==> src/sv/spq_pkg.sv <==
package spq_pkg;

    // Number of entries the queue can hold.
    localparam int CAPACITY = 16;

    // Occupancy must be able to hold the capacity itself.
    localparam int OCC_W = $clog2(CAPACITY + 1);

    // Width of the count field carried in each result.
    localparam int COUNT_W = 5;

    // Operation codes carried in the kind field.
    typedef enum logic {
        KIND_INSERT = 1'b0,
        KIND_REMOVE = 1'b1
    } kind_t;

    // One command beat.
    typedef struct packed {
        kind_t              kind;
        logic signed [31:0] value;
    } cmd_t;

    // One result beat.
    typedef struct packed {
        logic signed [31:0]  removed_value;
        logic                removed_valid;
        logic                underflow;
        logic                overflow;
        logic [COUNT_W-1:0]  count;
    } result_t;

    // Broadcast from the controller to every cell of the chain.
    typedef struct packed {
        logic               shift_in;
        logic               shift_out;
        logic signed [31:0] key;
    } cell_ctrl_t;

endpackage

==> src/sv/spq_cell.sv <==
module spq_cell (
    input  logic                      clk,
    input  spq_pkg::cell_ctrl_t       ctrl,
    input  logic                      occupied,
    input  logic                      left_greater,
    input  logic signed [31:0]        left_value,
    input  logic signed [31:0]        right_value,
    output logic                      greater,
    output logic signed [31:0]        value
);
    import spq_pkg::*;

    logic signed [31:0] value_reg;
    logic signed [31:0] value_next;

    // This entry stays ahead of the new key when it is held and strictly larger.
    assign greater = occupied && (value_reg > ctrl.key);
    assign value   = value_reg;

    // On an insert an entry either stays, takes the key, or takes its left
    // neighbour; on a removal every entry moves one place towards the head.
    always_comb
    begin
        value_next = value_reg;
        if (ctrl.shift_in)
        begin
            if (greater)
            begin
                value_next = value_reg;
            end
            else if (left_greater)
            begin
                value_next = ctrl.key;
            end
            else
            begin
                value_next = left_value;
            end
        end
        else if (ctrl.shift_out)
        begin
            value_next = right_value;
        end
    end

    // Entry storage.
    always_ff @(posedge clk)
    begin
        value_reg <= value_next;
    end

endmodule

==> src/sv/sorted_max_priority_queue.sv <==
// Channel   Direction  Handshake        Payload
// command   in         start / busy     cmd    (kind, value)
// result    out        done strobe      result (removed_value, removed_valid,
//                                               underflow, overflow, count)
//
// No command stalls: all cells of the chain compare against the
// key and move on the same clock edge, so busy never rises.
// The result beat appears on the cycle after the command beat, for one cycle.
// Reset clears the occupancy and the result strobe; entry storage is left as is.
// The receiver cannot stall, so results are never held back.
module sorted_max_priority_queue (
    input  logic              clk,
    input  logic              rst_n,
    input  logic              start,
    output logic              busy,
    input  spq_pkg::cmd_t     cmd,
    output logic              done,
    output spq_pkg::result_t  result
);
    import spq_pkg::*;

    logic [OCC_W-1:0]   occupancy_reg;
    logic [OCC_W-1:0]   occupancy_next;
    logic               done_reg;
    logic               done_next;
    result_t            result_reg;
    result_t            result_next;

    cell_ctrl_t         ctrl;
    logic               accept;
    logic               is_full;
    logic               is_empty;
    logic               occupied [CAPACITY];
    logic               greater  [CAPACITY];
    logic signed [31:0] values   [CAPACITY];

    assign busy     = 1'b0;
    assign accept   = start && !busy;
    assign is_full  = (occupancy_reg == OCC_W'(CAPACITY));
    assign is_empty = (occupancy_reg == '0);

    // Control broadcast to the chain.
    assign ctrl.shift_in  = accept && (cmd.kind == KIND_INSERT) && !is_full;
    assign ctrl.shift_out = accept && (cmd.kind == KIND_REMOVE) && !is_empty;
    assign ctrl.key       = cmd.value;

    // The chain of cells, head at index zero.
    genvar i;
    generate
        for (i = 0; i < CAPACITY; i++)
        begin : g_cell
            assign occupied[i] = (OCC_W'(i) < occupancy_reg);

            if (i == 0)
            begin : g_head
                spq_cell u_cell (
                    .clk          (clk),
                    .ctrl         (ctrl),
                    .occupied     (occupied[i]),
                    .left_greater (1'b1),
                    .left_value   (ctrl.key),
                    .right_value  (values[i+1]),
                    .greater      (greater[i]),
                    .value        (values[i])
                );
            end
            else if (i == CAPACITY - 1)
            begin : g_tail
                spq_cell u_cell (
                    .clk          (clk),
                    .ctrl         (ctrl),
                    .occupied     (occupied[i]),
                    .left_greater (greater[i-1]),
                    .left_value   (values[i-1]),
                    .right_value  (32'sd0),
                    .greater      (greater[i]),
                    .value        (values[i])
                );
            end
            else
            begin : g_body
                spq_cell u_cell (
                    .clk          (clk),
                    .ctrl         (ctrl),
                    .occupied     (occupied[i]),
                    .left_greater (greater[i-1]),
                    .left_value   (values[i-1]),
                    .right_value  (values[i+1]),
                    .greater      (greater[i]),
                    .value        (values[i])
                );
            end
        end
    endgenerate

    // Occupancy follows the accepted operation.
    always_comb
    begin
        occupancy_next = occupancy_reg;
        if (ctrl.shift_in)
        begin
            occupancy_next = occupancy_reg + OCC_W'(1);
        end
        else if (ctrl.shift_out)
        begin
            occupancy_next = occupancy_reg - OCC_W'(1);
        end
    end

    // Result beat built from the state before the update; its count is the occupancy after it.
    always_comb
    begin
        done_next                 = accept;
        result_next.removed_value = ctrl.shift_out ? values[0] : 32'sd0;
        result_next.removed_valid = ctrl.shift_out;
        result_next.underflow     = (cmd.kind == KIND_REMOVE) && is_empty;
        result_next.overflow      = (cmd.kind == KIND_INSERT) && is_full;
        result_next.count         = COUNT_W'(occupancy_next);
    end

    // Control registers.
    always_ff @(posedge clk or negedge rst_n)
    begin
        if (!rst_n)
        begin
            occupancy_reg <= '0;
            done_reg      <= 1'b0;
        end
        else
        begin
            occupancy_reg <= occupancy_next;
            done_reg      <= done_next;
        end
    end

    // Result payload register.
    always_ff @(posedge clk)
    begin
        if (accept)
        begin
            result_reg <= result_next;
        end
    end

    assign done   = done_reg;
    assign result = result_reg;

    // Every command beat gives a result beat on the next cycle.
    a_result_follows: assert property (@(posedge clk) disable iff (!rst_n)
        start |=> done)
        else $error("command beat not answered");

    // An overflow only happens with a full queue, which it leaves full.
    a_overflow_full: assert property (@(posedge clk) disable iff (!rst_n)
        (done && result.overflow) |-> (occupancy_reg == OCC_W'(CAPACITY)))
        else $error("overflow reported on a queue that is not full");

    // An underflow only happens with an empty queue, and removes nothing.
    a_underflow_empty: assert property (@(posedge clk) disable iff (!rst_n)
        (done && result.underflow) |-> (occupancy_reg == '0 && !result.removed_valid))
        else $error("underflow reported on a queue that holds entries");

    // Occupancy never passes the capacity.
    a_occ_bound: assert property (@(posedge clk) disable iff (!rst_n)
        occupancy_reg <= OCC_W'(CAPACITY))
        else $error("occupancy above capacity");

endmodule

==> config.mk <==
export PLATFORM = sky130hd
export DESIGN_NAME = sorted_max_priority_queue
export DESIGN_NICKNAME = d
export VERILOG_FILES = /design/src/sv/spq_pkg.sv /design/src/sv/spq_cell.sv /design/src/sv/sorted_max_priority_queue.sv
export SDC_FILE = /design/constraint.sdc
export NUM_CORES = 2
export LEC_CHECK = 0
export BUFFER_PORTS_ARGS = -buffer_cell sky130_fd_sc_hd__buf_2
export CAP_MARGIN = 30
export CORE_MARGIN = 4
export CORE_UTILIZATION = 27
export CTS_CLUSTER_SIZE = 30
export DETAILED_ROUTE_END_ITERATION = 7
export PLACE_DENSITY = 0.39
export SLEW_MARGIN = 20
export SYNTH_ARGS = -nofsm -noshare
export SYNTH_HDL_FRONTEND = slang
export SYNTH_SLANG_ARGS = --single-unit
export TNS_END_PERCENT = 20
==> constraint.sdc <==
create_clock -name clk -period 9.9 [get_ports clk]
set_input_delay 0.495 -clock clk [delete_from_list [all_inputs] [get_ports clk]]
set_output_delay 0.495 -clock clk [all_outputs]
set_load 0.02 [all_outputs]
# Yosys cells after proc, flatten, opt, wreduce, memory -nomap -nowiden
# Cells that the tools add are included.
# totals
register_bits,558
out_inout_bits,42
elab_cells,182
# op_classes
n_addsub,2
n_lt_le_gt_ge,32
eq_ne,17
n_mux,65
bitwise_logic,1
reduce_logical,42
# ops
op,count
$mux W32,63
$gt A32 B32 Y1,16
$lt A4 B5 Y1 const A,8
$ne A2 B2 Y1 const B,16
$reduce_and A2 Y1,16
$logic_and A1 B1 Y1,22
$lt A3 B5 Y1 const A,4
$lt A1 B5 Y1 const A,2
$lt A2 B5 Y1 const A,2
$mux W5,2
$add A5 B1 Y5 const B,1
$eq A5 B5 Y1 const B,1
$logic_not A5 Y1,1
$sub A5 B1 Y5 const B,1
$logic_not A1 Y1,2
$reduce_bool A2 Y1,1
$not A1 Y1,1

# Longest topological paths before layout
# logic_depth
ltp_word,5
ltp_mapped,12

# Modules after synthesis
# Synthesis repeated with hierarchy kept, for this count alone.
# hier_totals
cells_unflattened,4335
area_unflattened_um2,42229.3
# by_module_without_submodules
module,instances,cells_per_inst,area_per_inst_um2
spq_cell,16,261,2511.2
sorted_max_priority_queue,1,159,2050.7

# Worst setup path before layout
# OpenSTA, ideal clock, no wires.
# synth_path
kind,register to register
startpoint,register occupancy_reg[0]
endpoint,"register g_cell[15].g_tail.u_cell.value_reg[0], enable pin"
setup_time_ns,0.436
t_arrival_ns,3.894
required_time_ns,9.464
setup_slack_ns,5.570
stages_incl_launch_ff,13
n_path_buf,3
synth_period_minus_slack_ns,4.330
path_cell_list,dfrtp_1 -> clkbuf_1 -> inv_1 -> ha_1 -> nand2b_1 -> or3b_2 -> and3b_1 -> clkbuf_1 -> buf_2 -> nor2_1 -> a2111oi_0 -> o2111ai_1 -> o221ai_1
# synth_between
elab_chain_cells,5
elab_cells_between_ends,11
classes_between,1 x order compare; 2 x eq/ne; 8 x reduce/logical
# synth_rtl
item,line,rtl
start: declaration,sorted_max_priority_queue.sv:22,logic [OCC_W-1:0] occupancy_reg;
start signal: assignment,sorted_max_priority_queue.sv:131,occupancy_reg <= occupancy_next;
branches (longest 4 deep; another with $lt A4 B5 Y1),--,
$reduce_and A2 Y1 (no source line) (*),--,
end signal: assignment,spq_cell.sv:49,value_reg <= value_next;
end: declaration,spq_cell.sv:13,logic signed [31:0] value_reg;
# Every way passes the cells marked *.
# A chain may end at the register's enable or synchronous reset.

# Worst setup path after layout
# layout_path
startpoint,register g_cell[1].g_body.u_cell.value_reg[21]
endpoint,"register g_cell[1].g_body.u_cell.value_reg[9], enable pin"
# layout_between
elab_chain_cells,4
# layout_rtl
item,line,rtl
start: declaration,spq_cell.sv:13,
start signal: assignment,spq_cell.sv:49,
$gt A32 B32 Y1,spq_cell.sv:17,assign greater = occupied && (value_reg > ctrl.key);
$logic_and A1 B1 Y1,spq_cell.sv:17,
$ne A2 B2 Y1 (no source line),--,
$reduce_and A2 Y1 (no source line),--,
# Every way passes these cells.

==> run_results.csv <==
group,metric,value,unit
outcome,outcome,"completed",
clock_tree,cts_root_buf,"clkbuf_16",
synthesis,synth_seq_cells,558,
critical_path,cp_num_buf_inv,1,
finish,n_fill_cell,14171,
power_and_ir_drop,leakagePower,17.4,nW
floorplan,core.rowCount,136,
finish,largest_reg_flops,448,
clock_tree,path_clk_slew,0.06,ns
placed_design,io_buffers,76,
finish,layout-drive-gt1-share,8.92,%
route,drt_iter0_drc,2345,
sta,worstMarginPinSlew,0.980,ns
finish,register_area,16700,um2
route,drt-pass1-iter-count,6,
critical_path,startpoint_type,"flip-flop",
synthesis,yosysWarnings,0,
synthesis,seq_area_frac_synth,44.4,%
floorplan,ioPinCount,78,
grt,grt_pass1_vias,30269,
power_and_ir_drop,p_comb_share,35.2,%
synthesis,synthArstFlopShare,1.08,%
power_and_ir_drop,pwr-share-seq,39.8,%
hold_path,hold_end,"result[5]",
critical_path,required,10.17,ns
synthesis,yosysMostFrequentCell,"edfxtp_1",
power_and_ir_drop,p_int,6.58,mW
synthesis,yosys.area.top_type_share,44.0,%
hold_path,hp-class,"input pin to flip-flop",
clock_tree,cts_setup_buffers,0,
clock_tree,h-tree-depth,3,
critical_path,critical_path_arrival,5.04,ns
sta,setup_viol,0,
sta,fin_skew,0.0278,ns
synthesis,synthTopCellsByArea,"edfxtp_1, ha_1, a221o_1",
critical_path,end_kind,"flip-flop",
synthesis,syn_nets,4103,
finish,final_nets,4149,
critical_path,cp_common_cell,"o31a_1",
floorplan,dieArea,146000,um2
synthesis,synth_top_flop_cell,"edfxtp_1",
route,drc_errors,0,
placed_design,gp_congestion,0.849,
synthesis,netlist_instances,3552,
power_and_ir_drop,p_sw,4.36,mW
synthesis,synth_cell_types,60,
power_and_ir_drop,peakVddDrop,194,uV
critical_path,cp_slowest_cell,"nand2b_2",
grt,grt_max_degree,76,
floorplan,die_x,382,um
clock_tree,holdBufCountCts,1,
synthesis,syn_area,37700,um2
grt,antenna_found_initial,1,
clock_tree,cts_buffers,75,
sta,fin_crit,4.77,ns
critical_path,cp_top_family,"simple AND/OR/NAND/NOR gates",
sta,fin_setup_tns,0,ns
critical_path,critPathKind,"flip-flop to flip-flop",
route,viasPerCell,5.43,
clock_tree,cts_max_path_buffers,3,
critical_path,crit_chain,"ha_1 > nand4_1 > nor4_1 > o31a_1 > o31a_1 > buf_4 > o21a_2 > nand2b_2",
synthesis,synth_edf_count,552,
clock_tree,cts.sinks,558,
critical_path,reg2reg_depth,8,
route,ant_nets,0,
grt,grt_pass1_wl,207,mm
clock_tree,cts_tree,"built",
synthesis,yosys.area.top_type,"edfxtp_1",
route,wl,139,mm
grt,grt-ovfl-total,0,
route,wl_per_cell,25.3,um
clock_tree,clock_latency,0.66,ns
run,cap_violations,0,
critical_path,slowest_delay,0.84,ns
sta,rsz0062_at_grt,"no",
power_and_ir_drop,p_sw_share,39.9,%
synthesis,synth_common_cells,"edfxtp_1, ha_1, nand2_1, inv_1, nor3_1",
finish,area_growth,13.6,%
critical_path,reg2reg_from,"g_cell[1].g_body.u_cell.value[21]",
power_and_ir_drop,fin_total_pwr,10.9,mW
power_and_ir_drop,clockPowerShare,25.0,%
power_and_ir_drop,power_density,256,nW/um2
hold_path,hold-path-cell-count,2,
finish,multi_input_area,19000,um2
floorplan,coreArea,138000,um2
grt,grtUsageTotal,18.6,%
synthesis,avgSynthCellArea,10.6,um2
critical_path,cp_max_fo,33,
sta,hold_viol_final,0,
hold_path,min_from,"cmd[32]",
critical_path,r2r_slack,5.13,ns
sta,relSlewSlack,34.1,%
route,vias,29961,
floorplan,initial_utilization,27.3,%
sta,fmax,210,MHz
floorplan,die_h,382,um
sta,report.final.slew_viol_count,0,
sta,finalCritPeriodShare,48.2,%
clock_tree,cts-resized-gates,0,
critical_path,r2r_end,"g_cell[1].g_body.u_cell.value[9]",
placed_design,dp_hpwl,105,mm
[worst max path at each step]
stage	startpoint	to	cells after the start	slack (ns)
floorplan	occupancy_reg[0]	g_cell[15].g_tail.u_cell.value[0]	12	5.57
global placement	cmd[29]	g_cell[1].g_body.u_cell.value[7]	10	4.46
detailed placement	cmd[29]	g_cell[1].g_body.u_cell.value[7]	10	4.44
CTS	g_cell[1].g_body.u_cell.value[27]	g_cell[1].g_body.u_cell.value[30]	8	5.08
global route	occupancy_reg[1]	g_cell[11].g_body.u_cell.value[29]	8	4.88
finish	g_cell[1].g_body.u_cell.value[21]	g_cell[1].g_body.u_cell.value[9]	8	5.13
[logic make-up after synthesis]
family / share of synthesized area, %
DFF: 44.4
other: 0.00995
xor gates and xnor gates: 0.0930
muxes: 0.877
AOI/OAI and AO/OA: 18.8
adders and majority gates: 17.1
buffers and inverters: 5.44
and+or+nand+nor: 13.3
[cell usage in the layout, fill, tap and decap left out, types with 30 or more instances in the layout]
cell type  instances
a221o_1          239
nor3_1           240
nor2_1            41
nand4_1          118
a21oi_1          221
buf_2             77
edfxtp_1         552
nand3_1           62
ha_1             515
nand2_1          437
and2_1            31
a21o_1            58
buf_4             93
nor4_1            30
clkbuf_16         77
o221ai_1         224
inv_1            280
mux2i_1           33
o21ai_0           42
[power groups by stage]
stage                     clock, mW  sequential (mW)  combinational [mW]
after detailed placement          0             4.38                3.85
final                          2.73             4.35                3.85
after global routing           2.91             4.43                4.32
after global placement            0             4.40                3.81
after floorplan                   0             3.99                2.71
after CTS                      2.81             4.34                3.87
[stage by stage]
stage	setup slack, ns	std cells	area [um2]	hold WS, ns	utilization (%)
CTS	5.08	5511	42700	0.141	30.9
finish	5.13	5520	42800	0.189	31.0
global placement	4.46	5370	40200	0.341	29.1
global route	4.88	5517	42800	0.195	31.0
detailed placement	4.44	5377	40300	0.342	29.2
floorplan	5.57	3552	37700	0.199	-
[per-layer routing]
metal	share of wire (%)	global-route usage, %	up-vias	routed length, um
met3	3.9	2.08	167	5390
met4	2.6	5.25	0	3670
met1	47	25.8	14991	65600
met5	0	0	-	0
li1	-	-	14136	-
met2	47	30.8	667	64900
[worst register-to-register path, stage by stage (launching register included)]
cell	delay, ns
edfxtp_1	0.52
ha_1	0.36
nand4_1	0.19
nor4_1	0.76
o31a_1	0.42
o31a_1	0.17
buf_4	0.37
o21a_2	0.73
nand2b_2	0.85
[final cells by class]
| type | instances | area share [%] |
|---|---|---|
| multi-input combinational | 2499 | 44.4 |
| sequential | 558 | 39.1 |
| tap | 1863 | 5.45 |
| clock buffer | 93 | 4.67 |
| timing repair buffer | 183 | 3.10 |
| inverter | 281 | 2.46 |
| clock inverter | 40 | 0.868 |
| antenna | 3 | 0.0175 |
Power figures use the tool's default switching activity.
